**config.mk**
```make
export PLATFORM = sky130hd
export DESIGN_NAME = ppa_merge
export DESIGN_NICKNAME = d
export VERILOG_FILES = /design/src/sv/ppa_pkg.sv /design/src/sv/ppa_merge.sv
export SDC_FILE = /design/constraint.sdc
export NUM_CORES = 1
export LEC_CHECK = 0
export BUFFER_PORTS_ARGS = -buffer_cell sky130_fd_sc_hd__buf_2
export CAP_MARGIN = 0
export CORE_MARGIN = 2
export CORE_UTILIZATION = 50
export DETAILED_ROUTE_END_ITERATION = 10
export PLACE_DENSITY = 0.82
export SLEW_MARGIN = 15
export SYNTH_ARGS = -nofsm -noshare
export SYNTH_HDL_FRONTEND = slang
export SYNTH_SLANG_ARGS = --single-unit
export TNS_END_PERCENT = 5
```
**constraint.sdc**
```tcl
create_clock -name vclk -period 10.4
set_input_delay 1.04 -clock vclk [all_inputs]
set_output_delay 1.04 -clock vclk [all_outputs]
set_load 0.1 [all_outputs]
```
**src/sv/ppa_pkg.sv**
```systemverilog
package ppa_pkg;

    localparam int MAX_ASSETS   = 4;
    localparam int RET_W        = 32;
    localparam int WEIGHT_W     = 32;
    localparam int ROOF_W       = 32;
    localparam int DISC_W       = 31;
    localparam int PRICE_W      = 32;
    localparam int ACC_W        = 48;
    localparam int TERM_W       = 46;
    localparam int CFG_IDX_W    = 3;
    localparam int EXP_TERMS    = 8;
    localparam int CNT_W        = 4;
    localparam int RECIP_SHIFT  = 33;
    localparam int RECIP_W      = 34;

    localparam logic [30:0] LOG2E_Q30 = 31'd1549082005;
    localparam logic [29:0] LN2_Q30   = 30'd744261118;
    localparam logic [31:0] Q30_ONE   = 32'd1073741824;

    // register indexes of the configuration port
    localparam logic [CFG_IDX_W-1:0] CFG_ROOF     = 3'd0;
    localparam logic [CFG_IDX_W-1:0] CFG_DISCOUNT = 3'd1;
    localparam logic [CFG_IDX_W-1:0] CFG_WEIGHT0  = 3'd2;

    typedef enum logic [2:0] {
        LN_IDLE,
        LN_FRAC,
        LN_HMUL,
        LN_HDIV,
        LN_HADD,
        LN_SCALE,
        LN_WMUL,
        LN_DONE
    } lane_state_t;

    typedef enum logic [1:0] {
        T_IDLE,
        T_RUN,
        T_PAY,
        T_OUT
    } top_state_t;

    typedef struct packed {
        logic                      done;
        logic signed [TERM_W-1:0]  term;
    } lane_stat_t;

    // ceil(2^33 / n): floor(q / n) == (q * recip) >> 33 for any 30-bit q
    function automatic logic [RECIP_W-1:0] recip(input logic [CNT_W-1:0] n);
        logic [RECIP_W-1:0] r;
        unique case (n)
            4'd1:    r = 34'd8589934592;
            4'd2:    r = 34'd4294967296;
            4'd3:    r = 34'd2863311531;
            4'd4:    r = 34'd2147483648;
            4'd5:    r = 34'd1717986919;
            4'd6:    r = 34'd1431655766;
            4'd7:    r = 34'd1227133514;
            4'd8:    r = 34'd1073741824;
            default: r = 34'd8589934592;
        endcase
        return r;
    endfunction

endpackage

```
**src/sv/ppa_merge.sv**
```systemverilog
// Add the lane terms into the running gain and saturate to the accumulator range.
module ppa_merge #(
    parameter int NUM_ASSETS = ppa_pkg::MAX_ASSETS
) (
    input  logic signed [ppa_pkg::ACC_W-1:0]  gain,
    input  ppa_pkg::lane_stat_t               stat [NUM_ASSETS],
    output logic signed [ppa_pkg::ACC_W-1:0]  gain_sat
);
    import ppa_pkg::*;

    localparam int SUM_W = ACC_W + 4;
    localparam logic signed [SUM_W-1:0] ACC_MAX = SUM_W'((64'sd1 <<< (ACC_W-1)) - 1);
    localparam logic signed [SUM_W-1:0] ACC_MIN = -SUM_W'(64'sd1 <<< (ACC_W-1));

    logic signed [SUM_W-1:0] sum;

    always_comb
    begin
        sum = SUM_W'(gain);
        for (int i = 0; i < NUM_ASSETS; i++)
            sum = sum + SUM_W'(stat[i].term);
        priority if (sum > ACC_MAX)
            gain_sat = ACC_MAX[ACC_W-1:0];
        else if (sum < ACC_MIN)
            gain_sat = ACC_MIN[ACC_W-1:0];
        else
            gain_sat = sum[ACC_W-1:0];
    end

endmodule

```
==> flow_metrics.py, run 1 <==
metrics = {
    "status": {
        "status": "finished clean",
    },
    "global_route": {
        "globalRouteOverflowTotal": 0,
        "grt_pass1_wl_mm": 36.6,
        "track_usage_pct": 24.9,
        "antenna_found_initial": 0,
        "grt_pass1_vias": 8279,
        "grt_start_max_net_pins": 48,
    },
    "worst_setup_path": {
        "cp.arrival_ps": 6830,
        "crit_required_ps": 9360,
        "crit_type": "in -> out",
        "crit_path_max_fanout": 39,
        "crit_path_end_kind": "primary output",
        "startpoint_type": "primary input",
    },
    "logic_synthesis": {
        "synthTopCellsByArea": "fa_1, inv_1, ha_1",
        "synth_seq_area_share_pct": 0,
        "synth_area_um2": 8180,
        "ys_warn_count": 0,
        "synth_top_cell_by_area": "fa_1",
        "syn-num-nets": 1536,
        "ys_types": 56,
        "synth.avg_cell_area_um2": 7.42,
        "synth_top_area_share_pct": 35.7,
        "synthCells": 1102,
    },
    "placed_design": {
        "io_buffers": 280,
        "dp_cells": 1572,
        "place_ws_ps": 2540,
        "gp_congestion": 0.928,
        "dp_hpwl_mm": 19.0,
    },
    "die": {
        "row_count": 46,
        "dieArea_um2": 17400,
        "die_y_um": 132,
        "io_pins": 284,
        "fp.dieW_um": 132,
        "coreArea_um2": 15900,
        "initial_core_util_pct": 51.3,
    },
    "hold_path": {
        "min_path_type": "in -> out",
        "holdPathStages": 5,
    },
    "timing": {
        "maxSlewViolCount": 0,
        "finalCritPeriodShare_pct": 75.7,
        "setup_ws_ps": 2530,
        "rsz0062_at_grt": "no",
        "maxSlewHeadroom_pct": 47.8,
        "hold_viol_final": 0,
        "fin_crit_ps": 7870,
        "hold-worst-slack_ps": 2770,
        "max_slew.worst_pin.slew_ps": 783,
        "finalSetupTns_ps": 0,
        "finalSetupViolCount": 0,
        "fmax_mhz": 127,
    },
    "final_layout": {
        "final_nets": 1792,
        "num-fill-cells": 1501,
        "antenna_cells": 0,
        "nClkBuffers": 0,
        "seq_cells": 0,
        "regArea_um2": 0,
        "syn_to_final_growth_pct": 18.5,
        "fin_cells": 1572,
        "drive_above_1_share_pct": 24.8,
    },
    "detailed_routing": {
        "drtIter0Drc": 278,
        "drc": 0,
        "routed_wl_mm": 21.0,
        "dr.pass1.iters": 5,
        "ant_nets": 0,
        "wl_per_cell_um": 13.4,
        "vias": 7737,
        "viasPerCell": 4.92,
    },
    "clocking": {
        "ctsResizeCount": 0,
        "hold_buffers": 0,
        "post-cts-setup-buffers": 0,
    },
    "job": {
        "maxCapViolCount": 0,
    },
}
[per-stage QoR]
| stage | cell area (um^2) | utilization, % |
|---|---|---|
| floorplan | 8180 | - |
| global placement | 9690 | 60.8 |
| detailed placement | 9690 | 60.8 |
| CTS | 9690 | 60.8 |
| global route | 9690 | 60.8 |
| finish | 9690 | 60.8 |
[cell usage in the layout, fill, tap and decap left out, drive strengths merged, types with 17 or more instances in the layout]
cell type	instances
inv	455
buf	282
fa	146
o21ai	86
a21oi	61
nand2	53
ha	52
nor2	27
xor2	22
xnor2	22
a21o	17
[cell type report]
| type | instances | area [um^2] | share of cell area (%) |
|---|---|---|---|
| Inverter | 455 | 1710 | 17.6 |
| Multi-Input combinational cell | 619 | 6300 | 65.0 |
| Tap cell | 216 | 270 | 2.79 |
| Timing Repair Buffer | 282 | 1420 | 14.6 |
[cell families after synthesis]
kind of cell / share of synthesized area [%]
buf+inv: 23.4
compound gates: 19.2
fa+ha+maj: 43.7
simple gates: 8.99
xor+xnor: 4.71
[final timing paths]
check / end / slack, ps / start
max: gain_sat[6] / 2530 / gain[2]
min: gain_sat[0] / 2770 / stat[141]
[cells in the mapped netlist, drive strengths merged, types with 9 or more instances]
cell type	instances
inv	455
fa	146
o21ai	86
a21oi	61
nand2	53
ha	52
nor2	27
xnor2	22
xor2	22
buf	19
a21o	17
nand4	14
o211ai	10
clkbuf	9
[routing by layer]
layer / global-route usage, % / vias up / wire length [um]
met5: 0 / - / 0
met4: 6.34 / 0 / 620
met3: 3.23 / 43 / 1510
met2: 46.6 / 311 / 10500
met1: 30.0 / 3607 / 8340
li1: - / 3776 / -
[critical path: stages]
cell and delay (ps):
buf_2 80, inv_1 50, fa_1 530, inv_1 50
fa_1 510, inv_1 60, fa_1 560, inv_1 60
ha_1 320, a211oi_2 250, o21ai_2 150, o2111ai_4 260
o211ai_2 160, a41oi_2 460, o211ai_2 150, xor2_1 220
o41ai_4 690, buf_4 630, o21ai_0 220, buf_2 340
Power of run 1 is left out: the tool's default activity adds up to more than one toggle a clock period on the data nets, which glitch-free logic cannot reach.
==> inputs of run 2 (changes only) <==
Settings changed: CORE_UTILIZATION 50 to 49, PLACE_DENSITY 0.82 to 0.84.
Clock period 10.4 ns to 6.53 ns, I/O delays scaled along.
==> flow_metrics.py, run 2 (synthesis gave the netlist of run 1 again) <==
metrics = {
    "status": {
        "status": "finished clean",
    },
    "worst_setup_path": {
        "crit_end": "gain_sat[3]",
        "startpoint": "gain[14]",
        "cp.arrival_ps": 5650,
        "crit_cells": 21,
        "crit_family": "adder cells",
        "startpoint_type": "primary input",
        "crit_chain": "buf_2 -> inv_1 -> fa_1 -> inv_1 -> fa_1 -> inv_1 -> fa_1 -> inv_1 -> ha_1 -> a21oi_1 -> o21ai_0 -> and4_1 -> nor3b_2 -> a21boi_1 -> a211oi_2 -> o31ai_1 -> buf_4 -> a41oi_4 -> buf_12 -> o21ai_1 -> buf_12",
        "crit_type": "in -> out",
        "crit_path_max_fanout": 35,
        "worst-path-buf-inv": 8,
        "crit_path_end_kind": "primary output",
        "crit_required_ps": 5880,
        "cp_slowest_cell": "fa_1",
        "critPathMaxStageDelay_ps": 550,
        "cpMostUsedCell": "inv_1",
    },
    "placed_design": {
        "io_buffers": 280,
        "dp_cells": 1593,
        "place_area_um2": 10600,
        "gp_congestion": 0.940,
        "dp_hpwl_mm": 20.3,
    },
    "global_route": {
        "grt_start_max_net_pins": 36,
        "grt_pass1_wl_mm": 36.8,
        "track_usage_pct": 25.1,
        "antenna_found_initial": 2,
        "grt_pass1_vias": 8314,
        "globalRouteOverflowTotal": 0,
    },
    "detailed_routing": {
        "ant_nets": 0,
        "wl_per_cell_um": 13.8,
        "drc": 0,
        "dr.pass1.iters": 6,
        "viasPerCell": 4.91,
        "drtIter0Drc": 313,
        "vias": 7855,
        "routed_wl_mm": 22.1,
    },
    "timing": {
        "maxSlewViolCount": 0,
        "finalSetupViolCount": 0,
        "finalCritPeriodShare_pct": 96.5,
        "fin_crit_ps": 6300,
        "fmax_mhz": 159,
        "max_slew.worst_pin.slew_ps": 550,
        "maxSlewHeadroom_pct": 62.8,
        "hold_viol_final": 0,
    },
    "die": {
        "initial_core_util_pct": 49.7,
        "dieArea_um2": 17700,
        "row_count": 47,
        "fp.dieW_um": 133,
        "coreArea_um2": 16500,
        "die_y_um": 133,
        "io_pins": 284,
    },
    "final_layout": {
        "seq_cells": 0,
        "antenna_cells": 0,
        "design_area_um2": 10600,
        "final_nets": 1815,
        "num-fill-cells": 1394,
        "fin_cells": 1599,
        "syn_to_final_growth_pct": 30.2,
        "regArea_um2": 0,
        "final_common_cell": "inv_1",
        "drive_above_1_share_pct": 26.6,
        "nClkBuffers": 0,
        "mostFrequentLayoutCells": "inv_1, buf_2, fa_1",
    },
    "job": {
        "maxCapViolCount": 0,
    },
    "hold_path": {
        "min_path_type": "in -> out",
    },
}
==> run 2: per-layer routing <==
metal / share of wire, % / global-route usage [%] / vias up / wire [um]
li1: - / - / 3828 / -
met1: 36 / 27.2 / 3628 / 7970
met2: 53 / 49.7 / 344 / 11700
met3: 7.6 / 3.96 / 53 / 1690
met4: 3.3 / 7.27 / 2 / 720
met5: 0.059 / 0 / - / 13
==> run 2: what timing repair did <==
item | in CTS | in global routing
gates resized for setup | 0 | 4
endpoints found under the setup margin | 0 | 43
buffers inserted | 0 | 6
hold buffers | 0 | 0
==> run 2: final cells by class <==
type                            count  area [um^2]  share of cell area [%]
Timing Repair Buffer              305         2320                    21.8
Multi-Input combinational cell    619         6340                    59.6
Inverter                          455         1710                    16.0
Tap cell                          220          275                    2.59
==> run 2: worst min-delay path by stage <==
stage | from | to | slack, ps | depth (start not counted)
after floorplan | stat[141] | gain_sat[0] | 1870 | 3
after global placement | stat[141] | gain_sat[0] | 1900 | 5
after detailed placement | stat[141] | gain_sat[0] | 1910 | 5
after CTS | stat[141] | gain_sat[0] | 1910 | 5
after global routing | stat[141] | gain_sat[0] | 1940 | 5
final | stat[141] | gain_sat[0] | 1900 | 5
==> run 2: worst min-delay path, delay by kind of cell <==
kind / cells / cell delay (ps)
AO/OA/AOI/OAI: 1 / 170
adder cells (fa/ha/maj): 1 / 120
buffers and inverters: 3 / 300
==> run 2: stage by stage <==
step | hold slack (ps) | worst slack (ps) | utilization (%) | TNS (ps)
floorplan | 1870 | -64.8 | - | -263
global placement | 1900 | 197 | 64.2 | 0
detailed placement | 1910 | 75.3 | 64.2 | 0
CTS | 1910 | 62.7 | 64.2 | 0
global route | 1940 | -49.7 | 64.7 | -49.7
finish | 1900 | 231 | 64.7 | 0
Power of run 2 is left out for the same reason.
==> inputs of run 3 (changes only) <==
==> constraint.sdc (replaced) <==
create_clock -name vclk -period 6.53
set_input_delay 0 -clock vclk [all_inputs]
set_output_delay 0 -clock vclk [all_outputs]
set_load 0.1 [all_outputs]
==> flow_metrics.py, run 3 (synthesis gave the netlist of run 1 again) <==
metrics = {
    "global_route": {
        "grt_pass1_wl_mm": 36.1,
        "antenna_found_initial": 1,
        "grt_start_max_net_pins": 33,
        "track_usage_pct": 24.5,
        "globalRouteOverflowTotal": 0,
        "grt_pass1_vias": 8140,
    },
    "clocking": {
        "ctsResizeCount": 0,
        "post-cts-setup-buffers": 0,
        "hold_buffers": 0,
    },
    "die": {
        "io_pins": 284,
        "row_count": 47,
        "coreArea_um2": 16500,
        "die_y_um": 133,
        "dieArea_um2": 17700,
        "fp.dieW_um": 133,
        "initial_core_util_pct": 49.7,
    },
    "timing": {
        "rsz0062_at_grt": "no",
        "fmax_mhz": 174,
        "finalCritPeriodShare_pct": 88.1,
        "fin_crit_ps": 5750,
        "maxSlewHeadroom_pct": 42.0,
        "maxSlewViolCount": 0,
        "hold-worst-slack_ps": 700,
        "max_slew.worst_pin.slew_ps": 868,
        "hold_viol_final": 0,
        "finalSetupViolCount": 0,
        "finalSetupTns_ps": 0,
    },
    "detailed_routing": {
        "ant_nets": 0,
        "drc": 0,
        "viasPerCell": 4.92,
        "routed_wl_mm": 21.4,
        "wl_per_cell_um": 13.6,
        "drtIter0Drc": 224,
        "dr.pass1.iters": 5,
        "vias": 7765,
    },
    "worst_setup_path": {
        "crit_path_end_kind": "primary output",
        "startpoint_type": "primary input",
        "crit_type": "in -> out",
        "crit_path_max_fanout": 32,
        "crit_end": "gain_sat[5]",
        "cp.arrival_ps": 5750,
        "crit_required_ps": 6530,
        "startpoint": "gain[1]",
    },
    "final_layout": {
        "mostFrequentLayoutCells": "inv_1, buf_2, fa_1",
        "syn_to_final_growth_pct": 18.8,
        "final_nets": 1793,
        "seq_cells": 0,
        "antenna_cells": 0,
        "drive_above_1_share_pct": 24.8,
        "nClkBuffers": 0,
        "regArea_um2": 0,
        "final_common_cell": "inv_1",
    },
    "job": {
        "maxCapViolCount": 0,
    },
    "placed_design": {
        "gp_congestion": 0.926,
        "io_buffers": 280,
        "dp_hpwl_mm": 19.7,
    },
    "status": {
        "status": "finished clean",
    },
    "hold_path": {
        "min_path_type": "in -> out",
    },
}
==> run 3: routing by layer <==
metal | vias up | routed length, um | track usage [%]
met2 | 279 | 10900 | 47.7
met3 | 47 | 1340 | 2.66
met1 | 3651 | 8410 | 28.1
met4 | 2 | 771 | 7.39
li1 | 3786 | - | -
met5 | - | 13 | 0
==> run 3: how the worst min path moves through the flow <==
| stage | cells after the start | to | start |
|---|---|---|---|
| 2_1_floorplan | 3 | gain_sat[0] | stat[141] |
| 3_3_place_gp | 5 | gain_sat[0] | stat[141] |
| 3_5_place_dp | 5 | gain_sat[0] | stat[141] |
| 4_1_cts | 5 | gain_sat[0] | stat[141] |
| 5_1_grt | 5 | gain_sat[0] | stat[141] |
| 6_report | 5 | gain_sat[0] | stat[141] |
==> run 3: stage by stage <==
stage	setup WS, ps	cells	cell area [um^2]	utilization [%]
2_1_floorplan	390	1102	8180	-
3_3_place_gp	897	1577	9720	59.0
3_5_place_dp	789	1577	9720	59.0
4_1_cts	776	1577	9720	59.0
5_1_grt	534	1577	9720	59.0
6_report	776	1577	9720	59.0
==> run 3: layout make-up <==
cell class         instances  area [um^2]
inverters                455         1710
repair buffers           283         1440
well taps                220          275
multi-input cells        619         6300
fillers                 1504         6750
==> run 3: critical path: stages <==
cell	delay, ps
buf_2	70
inv_1	50
fa_1	560
fa_1	450
fa_1	460
inv_1	70
ha_1	200
inv_1	70
fa_1	410
nand2b_1	180
a21o_1	180
a31o_1	240
a21o_1	210
a211oi_2	280
nor2_1	80
a311oi_1	640
a41oi_4	500
buf_12	370
o21ai_0	230
buf_2	460
Power of run 3 is left out for the same reason.
